File: src/rtl/core/led128_pkg.sv
// led128_pkg: shared types, tables and word packing helpers for the LED-128 encrypt core
// used by led128_round and led128_block_encrypt; no dependencies
package led128_pkg;

    localparam int LED_ROUNDS      = 48;
    localparam int ROUNDS_PER_STEP = 4;

    localparam logic [15:0] SIZE_CONST = 16'h3298;

    // four 16-bit column words, element i is word i
    typedef logic [3:0][15:0] words_t;

    // control that travels alongside each word in the pipeline
    typedef struct packed {
        logic valid;
        logic last;
    } ctl_t;

    localparam logic [15:0] RC [LED_ROUNDS] = '{
        16'h1010, 16'h3030, 16'h7070, 16'h7171, 16'h7373, 16'h6767, 16'h5757, 16'h3737,
        16'h7676, 16'h7575, 16'h6363, 16'h4747, 16'h1717, 16'h3636, 16'h7474, 16'h6161,
        16'h5353, 16'h2727, 16'h5656, 16'h3535, 16'h6262, 16'h4545, 16'h0303, 16'h0606,
        16'h1414, 16'h2020, 16'h5050, 16'h3131, 16'h7272, 16'h6565, 16'h4343, 16'h0707,
        16'h1616, 16'h3434, 16'h6060, 16'h5151, 16'h3333, 16'h6666, 16'h5555, 16'h2323,
        16'h4646, 16'h1515, 16'h2222, 16'h4444, 16'h0101, 16'h1212, 16'h2424, 16'h4040
    };

    localparam logic [15:0] TAB0 [16] = '{
        16'hBDA5, 16'hA1E7, 16'hCF5B, 16'h597A, 16'h1C42, 16'h0000, 16'h72FE, 16'h9621,
        16'h6EBC, 16'hF89D, 16'hD319, 16'h37C6, 16'h8A63, 16'hE4DF, 16'h2B84, 16'h4538
    };
    localparam logic [15:0] TAB1 [16] = '{
        16'hB4EC, 16'hA3D5, 16'hC276, 16'h58FB, 16'h1739, 16'h0000, 16'h769A, 16'h9A8D,
        16'h61A3, 16'hFB2E, 16'hD54F, 16'h3958, 16'h8DB4, 16'hEC17, 16'h2E61, 16'h4FC2
    };
    localparam logic [15:0] TAB2 [16] = '{
        16'h819B, 16'h642A, 16'h49DC, 16'h3215, 16'hE5B1, 16'h0000, 16'hC847, 16'h7BC9,
        16'h2DF6, 16'h563F, 16'hAC6D, 16'h1FE3, 16'h9E78, 16'hB38E, 16'hFA52, 16'hD7A4
    };
    localparam logic [15:0] TAB3 [16] = '{
        16'hD6EB, 16'h1BDA, 16'hF37C, 16'h9CF5, 16'hCD31, 16'h0000, 16'h2597, 16'h6F89,
        16'hE8A6, 16'h872F, 16'h3E4D, 16'h7453, 16'hA2B8, 16'h4A1E, 16'hB962, 16'h51C4
    };

    // bytes to column words: low/high nibbles of even bytes, then of odd bytes
    function automatic words_t unpack_words(input logic [63:0] v);
        words_t w;
        for (int j = 0; j < 4; j++)
        begin
            w[0][4*j +: 4] = v[16*j      +: 4];
            w[1][4*j +: 4] = v[16*j + 4  +: 4];
            w[2][4*j +: 4] = v[16*j + 8  +: 4];
            w[3][4*j +: 4] = v[16*j + 12 +: 4];
        end
        return w;
    endfunction

    function automatic logic [63:0] pack_words(input words_t w);
        logic [63:0] v;
        for (int j = 0; j < 4; j++)
        begin
            v[16*j      +: 4] = w[0][4*j +: 4];
            v[16*j + 4  +: 4] = w[1][4*j +: 4];
            v[16*j + 8  +: 4] = w[2][4*j +: 4];
            v[16*j + 12 +: 4] = w[3][4*j +: 4];
        end
        return v;
    endfunction

    // sub cells, shift rows and mix columns folded into four lookups per word
    function automatic words_t mix_words(input words_t w);
        words_t t;
        for (int i = 0; i < 4; i++)
        begin
            t[i] = TAB0[w[i][3:0]]
                 ^ TAB1[w[(i + 1) & 3][7:4]]
                 ^ TAB2[w[(i + 2) & 3][11:8]]
                 ^ TAB3[w[(i + 3) & 3][15:12]];
        end
        return t;
    endfunction

endpackage

File: src/rtl/core/led128_round.sv
// led128_round: one registered cipher round (optional key add, constants, table mix)
// depends on led128_pkg
module led128_round (
    input  logic              clk,
    input  logic              rst_n,
    input  led128_pkg::ctl_t   ctl_in,
    input  led128_pkg::words_t w_in,
    input  logic              key_en,
    input  led128_pkg::words_t key_w,
    input  logic [15:0]       rc,
    output led128_pkg::ctl_t   ctl_out,
    output led128_pkg::words_t w_out
);
    import led128_pkg::*;

    ctl_t   ctl_reg;
    words_t w_reg;
    words_t w_next;
    words_t x;

    always_comb
    begin
        x = key_en ? (w_in ^ key_w) : w_in;
        x[0] = x[0] ^ SIZE_CONST;
        x[1] = x[1] ^ rc;
        w_next = mix_words(x);
    end

    // control resets, payload does not
    always_ff @(posedge clk or negedge rst_n)
    begin
        if (!rst_n)
        begin
            ctl_reg <= '0;
        end
        else
        begin
            ctl_reg <= ctl_in;
        end
    end

    always_ff @(posedge clk)
    begin
        w_reg <= w_next;
    end

    assign ctl_out = ctl_reg;
    assign w_out   = w_reg;

endmodule

File: config.mk
export PLATFORM = sky130hd
export DESIGN_NAME = led128_round
export DESIGN_NICKNAME = d
export VERILOG_FILES = /design/src/rtl/core/led128_pkg.sv /design/src/rtl/core/led128_round.sv
export SDC_FILE = /design/constraint.sdc
export NUM_CORES = 1
export LEC_CHECK = 0
export BUFFER_PORTS_ARGS = -buffer_cell sky130_fd_sc_hd__buf_2
export CORE_MARGIN = 2
export CORE_UTILIZATION = 63
export CTS_CLUSTER_DIAMETER = 50
export DETAILED_ROUTE_END_ITERATION = 10
export GPL_TIMING_DRIVEN = 0
export PLACE_DENSITY = 0.94
export SYNTH_ARGS = -nofsm -noshare
export SYNTH_HDL_FRONTEND = slang
export SYNTH_SLANG_ARGS = --single-unit
File: constraint.sdc
create_clock -name clk -period 0.8 [get_ports clk]
set_input_delay 0.16 -clock clk [delete_from_list [all_inputs] [get_ports clk]]
set_output_delay 0.16 -clock clk [all_outputs]
set_load 0.02 [all_outputs]
==> results of run 1 <==
-- kinds of logic after synthesis --
logic type	synth area share, %
buffers and inverters	5.62
adders and majority gates	11.6
xor gates and xnor gates	27.9
muxes	7.86
AOI/OAI and AO/OA	22.4
and+or+nand+nor	13.1
DFF	11.6
-- synth_stat cells, types with 4 or more instances --
library cell and n:
buf_6 5, mux4_2 31, and3_1 5, xor2_1 83, nand2b_1 12, buf_4 7
o22ai_1 20, clkbuf_1 37, and2_1 4, nand2_1 167, nand3_1 16, or3_1 5
o21ai_1 7, a211oi_1 29, inv_1 64, ha_1 106, a21oi_1 113, dfxtp_1 64
o21ai_0 122, nor2b_1 8, o32ai_1 6, xor2_2 17, xnor2_2 28, o21a_1 7
o211ai_1 18, o31ai_1 11, buf_2 24, a32oi_1 5, mux2i_1 17, xnor2_1 187
a31oi_1 22, a22oi_1 8, nor2_1 85, nand2_2 5, nor3_1 20, o221ai_1 10
inv_2 7
-- through the flow --
| stage | setup slack, ps | setup TNS, ps | area [µm²] | hold slack [ps] | std cells |
|---|---|---|---|---|---|
| 2_1_floorplan | -1530 | -82540 | 12100 | -136 | 1448 |
| 3_5_place_dp | -2160 | -115290 | 13400 | -54.7 | 1874 |
| 3_3_place_gp | -2130 | -113230 | 13400 | -55.6 | 1874 |
==> run metrics, run 1 <==
status stopped before the end; Exit stage clock tree synthesis; first error [ERROR DPL-0033] detailed placement checks failed during check placement.; Synth area leaders xnor2_1 14%, ha_1 12%, dfxtp_1 11%; Chip Width 139 µm; port bufs 197; CTS Buffer Depth 2; Yosys top cell area share 14.3%; H-tree Lvls 3; # rows 49; Root Driver clkbuf_16; GPL Wtd Cong 0.969; fraction of registers with async set/reset 3.03%; Post-Syn Instances 1448; EDFF count, synth 0; Ys Warns 0; Mapped Avg Cell Area 7.93 µm²; # clock sinks 66; Synth Flop Type dfxtp_1; cts repair resizes 591; hold_buf cts 3; post-synth cell types 72; Cell Area, Synth 11500 µm²; DP Wirelength 25.6 mm; post-synthesis sequential area ratio 11.6%; die extent in y 139 µm; Synth area leader xnor2_1; Num CTS Buffers 9; initial core utilization 64.1%; IO Pins 215; syn nets 1703; Setup Buffers After CTS 159; Yosys reg bits 66
==> run 2: changes to the inputs <==
Settings changed: CORE_UTILIZATION 63 to 40, CTS_CLUSTER_DIAMETER 50 to default, PLACE_DENSITY 0.94 to default, PLACE_DENSITY_LB_ADDON from default to 0.15.
==> run metrics, run 2 <==
status finished with violations; failing checks negative setup slack; Chip Width 173 µm (+25%); initial antenna violation count 5; PwrDens 2140 nW/µm²; GRT Total Usage 25.9%; final number of hold-violating endpoints 0; Root Driver clkbuf_16; relative slew slack 52.1%; fin util 66.5%; most frequent cell after synthesis xnor2_1; Lkg Pwr 7.55 nW; initial core utilization 40.3% (-24 points); H-tree Lvls 3 (unchanged); max FFs per register 64; most frequent cells in the layout 146 x buf_2, 137 x buf_4, 133 x xnor2_1, 126 x buf_6, 123 x nand2_1; # clock sinks 66 (unchanged); # rows 62 (+27%); fin worst setup slack -1390 ps; clock slew at reported path FFs 70 ps; vias in the first global route 11.8k; number of vias per cell 5.50; total routed wirelength 41.0 mm; final setup fails 130; Yosys top cell area share 14.3% (unchanged); post-synth cell types 72 (unchanged); GPL Wtd Cong 0.888 (-8.3%); GRT overflow 0; period utilization 274%; WP data required 1050 ps; CTS Buffer Depth 2 (unchanged); RSZ-0062 raised after global routing yes; port bufs 197 (unchanged); Worst Path Class, Setup in2reg; Num CTS Buffers 9 (unchanged); Worst EP arrival 2440 ps; most common cell after layout, fill and taps aside buf_2; VDD IR-drop max 1.46 mV; via count 12.4k; EDFF count, synth 0 (unchanged); Max-Cap Viols 0; GR Layer Usage met1 33.9%; Cell Area, Synth 11500 µm² (unchanged); Fmax 0.456 GHz; Final min period 2190 ps; # fillers 2235; Post-synth top cells 187 x xnor2_1, 167 x nand2_1, 122 x o21ai_0; DR WL/cell 18.3 µm; Hold Path Class in2async; placed insts 2029 (+8.3%); CP Capture Type flip-flop; IO Pins 215 (unchanged); Ys Warns 0 (unchanged); Max Fanout on Critical Path 5; final antenna-violating net count 0; DP Wirelength 27.2 mm (+6.6%); CORE AREA 28500 µm²; type of origin of the critical path input port; GRT busiest layer met2; Post-Syn Instances 1448 (unchanged); final layout net count 2111; CTS tree yes; Initial DRT Pass Iterations 7; Yosys reg bits 66 (unchanged); Synth area leader xnor2_1; first-pass GRT wire length 62.8 mm; layout cells sized above 1 52.6%; post-synthesis sequential area ratio 11.6% (unchanged); M3 GR Usage 4.34%; worst slew pin tran 718 ps; Mapped Avg Cell Area 7.93 µm² (unchanged); syn nets 1703 (unchanged); Synth area leaders xnor2_1 14%, ha_1 12%, dfxtp_1 11%; die extent in y 173 µm (+25%); fin. max-slew vios 0; post-route non-filler standard cell count 2247; DIE AREA 30100 µm²; DRC Markers 0; Layout area overhead 65.0%; largest net degree at the start of global routing 12; fraction of registers with async set/reset 3.03% (unchanged); Synth Flop Type dfxtp_1; M2 GR Usage 44.2%; Initial DRC Count 1057; Worst Setup SP key_en
-- run 2: repair_timing --
item                                   in CTS  in global routing
endpoints found under the hold margin       4                  0
setup endpoints to repair                 130                130
gates cloned                                1                  1
buffers inserted                          138                 66
pin swaps                                 190                167
hold buffers                                3                  0
gates resized for setup                   556                236
-- run 2: per-stage QoR --
stage | total power [mW] | setup TNS, ps | worst slack [ps] | area [µm²] | hold WS [ps]
CTS | 37.5 | -86230 | -1380 | 17300 | 109
floorplan | 21.4 | -82540 | -1530 | 12100 | -136
global route | 42.7 | -93780 | -1490 | 18900 | 140
finish | 40.5 | -88360 | -1390 | 18900 | 157
detailed placement | 26.8 | -122990 | -2370 | 13600 | -45.1
global placement | 26.7 | -122650 | -2320 | 13600 | -46.3
-- run 2: how the worst max path moves through the flow --
stage | endpoint | slack [ps] | depth (start not counted)
6_report | w_out[58] | -1390 | 11
5_1_grt | w_out[58] | -1490 | 11
4_1_cts | w_out[58] | -1380 | 11
3_5_place_dp | w_out[58] | -2370 | 12
3_3_place_gp | w_out[58] | -2320 | 12
2_1_floorplan | w_out[32] | -1530 | 12
-- run 2: cell families after synthesis --
kind of cell,after synthesis,synth area share [%]
AOI/OAI and AO/OA,415,22.4
adders and majority gates,106,11.6
muxes,51,7.86
and+or+nand+nor,344,13.1
xor gates and xnor gates,319,27.9
DFF,66,11.6
buffers and inverters,147,5.62
-- run 2: critical path, stage by stage --
cell and delay [ps]:
buf_16 130, buf_12 140, buf_12 140, nand2_8 60
xor2_4 250, ha_4 260, a222oi_1 330, a22o_1 280
xor2_2 210, xnor2_1 150, xor2_1 300
-- run 2: metal layers --
metal | part of all wire (%) | wire length, µm
met5 | 0.11 | 45
met4 | 2.0 | 841
met3 | 5.1 | 2080
met2 | 50 | 20500
met1 | 43 | 17500
-- run 2: final cells by class --
class,instances,area [µm²],share of cell area (%)
clock inverter,4,25.0,0.132
timing repair buffer,401,3310,17.5
sequential,66,1410,7.45
multi-input combinational,1235,12600,66.4
antenna,2,5.00,0.0264
clock buffer,12,267,1.41
buffer,72,537,2.83
tap,384,480,2.54
inverter,71,327,1.72
-- run 2: power breakdown --
| part | internal [mW] | switching [mW] |
|---|---|---|
| clock network | 2.34 | 1.69 |
| logic | 14.9 | 15.2 |
| registers | 5.55 | 0.821 |
| total | 22.8 | 17.7 |
(Power assumes the default switching activity.)
==> run 3: changes to the inputs <==
Clock period 0.8 ns to 2.5 ns, I/O delays scaled along.
==> run metrics, run 3 (same netlist as run 2, synthesis figures left out) <==
# clock sinks 66 (unchanged); period utilization 101%; Layout area overhead 30.0%; CP Capture Type flip-flop; # rows 62 (unchanged); IO Pins 215 (unchanged); RSZ-0062 raised after global routing yes; TNS Setup -20.5 ps (+88340 ps); final layout net count 1981 (-6.2%); vias in the first global route 10.5k (-10%); final setup fails 1 (-99%); port bufs 197 (unchanged); fin worst setup slack -20.5 ps (+1370 ps); final instance area 14900 µm² (-21%); initial core utilization 40.3% (unchanged); max FFs per register 64 (unchanged); initial antenna violation count 3 (-2); DR WL/cell 16.9 µm (-7.6%); layout cells sized above 1 30.4% (-22 points); fin. max-slew vios 0 (unchanged); WP data required 2760 ps (+1710 ps); Worst Setup EP w_out[47]; DRC Markers 0 (unchanged); Initial DRT Pass Iterations 7 (unchanged); Chip Width 173 µm (unchanged); Lkg Pwr 6.13 nW (-19%); status finished with violations; Hold Path Class in2reg; final antenna-violating net count 0 (unchanged); type of origin of the critical path input port; total routed wirelength 35.7 mm (-13%); CTS tree yes; VDD IR-drop max 0.354 mV (-76%); Max-Cap Viols 0 (unchanged); Worst EP arrival 2780 ps (+340 ps); final number of hold-violating endpoints 0 (unchanged); GPL Wtd Cong 0.917 (+3.2%); most common cell after layout, fill and taps aside buf_2; pre-CTS WS -897 ps (+1470 ps); H-tree Lvls 3 (unchanged); Worst Setup SP key_en; clock slew at reported path FFs 60 ps (about the same); Initial DRC Count 942 (-11%); failing checks negative setup slack; Tot Pwr 10.2 mW (-75%); Worst Path Class, Setup in2reg; largest net degree at the start of global routing 12 (unchanged); via count 11.4k (-7.9%); Root Driver clkbuf_16; PwrDens 681 nW/µm² (-68%); placed inst area 13300 µm² (-1.8%); first-pass GRT wire length 55.4 mm (-12%); most frequent cells in the layout 218 x buf_2, 174 x xnor2_1, 151 x nand2_1, 115 x o21ai_0, 106 x a21oi_1; CORE AREA 28500 µm² (unchanged); die extent in y 173 µm (unchanged); worst slew pin tran 701 ps (-16.8 ps); GRT Total Usage 23.0% (-2.9 points); Fmax 0.397 GHz; Max Fanout on Critical Path 7 (+2); CTS Buffer Depth 2 (unchanged); Hold Slack 251 ps (+94.3 ps); DIE AREA 30100 µm² (unchanged); # fillers 2739 (+23%); GRT overflow 0 (unchanged); number of vias per cell 5.38 (-2.2%); Num CTS Buffers 9 (unchanged); relative slew slack 52.9% (+0.79 points); DP Wirelength 26.6 mm (-2.3%); Final min period 2520 ps
run 3: cell count changes in the layout (fill, tap and decap cells not counted), sizes merged:
cell	delta
buf	-138
clkinv	+1
bufbuf	+2
xnor2	+2
clkbuf	+7
clkinvlp	-2
dlygate4sd3	-2
run 3: area by class of cell:
class	count	area, µm²	area share, %
diodes	2	5.00	0.0335
plain buffers	74	463	3.10
clock buffers	13	250	1.68
clock inverters	3	15.0	0.101
inverters	71	274	1.84
multi-input cells	1237	10500	70.3
flip-flops and latches	66	1330	8.92
well taps	384	480	3.22
repair buffers	267	1620	10.8
run 3: worst min-delay path by stage:
| stage | startpoint | to | cells after the start |
|---|---|---|---|
| 2_1_floorplan | rst_n | ctl_out[0] | 0 |
| 3_3_place_gp | rst_n | ctl_out[1] | 1 |
| 3_5_place_dp | rst_n | ctl_out[1] | 1 |
| 4_1_cts | ctl_in[1] | ctl_out[1] | 1 |
| 5_1_grt | ctl_in[1] | ctl_out[1] | 1 |
| 6_report | ctl_in[1] | ctl_out[1] | 1 |
run 3: worst max-delay path, cell delays in order:
cell,delay (ps)
buf_16,130
buf_12,140
buf_12,140
buf_12,150
nand2_8,70
xor2_4,260
inv_2,130
ha_4,180
mux4_2,510
xor2_1,170
xnor2_1,140
xnor2_1,220
run 3: metal layers:
metal / part of all wire [%] / wire (µm) / global-route usage [%] / up-vias
met3: 6.1 / 2170 / 3.42 / 49
met2: 47 / 16700 / 37.2 / 398
met1: 45 / 15900 / 31.1 / 5300
met4: 2.5 / 884 / 8.79 / 4
li1: - / - / - / 5639
met5: 0.073 / 26 / 0 / -
run 3: repair_timing:
action / CTS / global route
setup endpoints to repair: 64 / 62
hold buffers: 1 / 0
cloned: 3 / 2
setup buffers: 40 / 26
pin swaps: 37 / 38
gates resized for setup: 71 / 62
endpoints found under the hold margin: 2 / 0
run 3: per-stage QoR:
stage / instances / util, %
after floorplan: 1448 / -
after global placement: 2029 / 46.8
after detailed placement: 2029 / 46.8
after CTS: 2089 / 50.6
after global routing: 2116 / 52.4
final: 2117 / 52.4
run 3: power breakdown:
| group | leakage (nW) | switching, mW | internal [mW] |
|---|---|---|---|
| Clock | 0.133 | 0.523 | 0.695 |
| Combinational | 5.43 | 4.07 | 3.11 |
| Sequential | 0.563 | 0.118 | 1.65 |
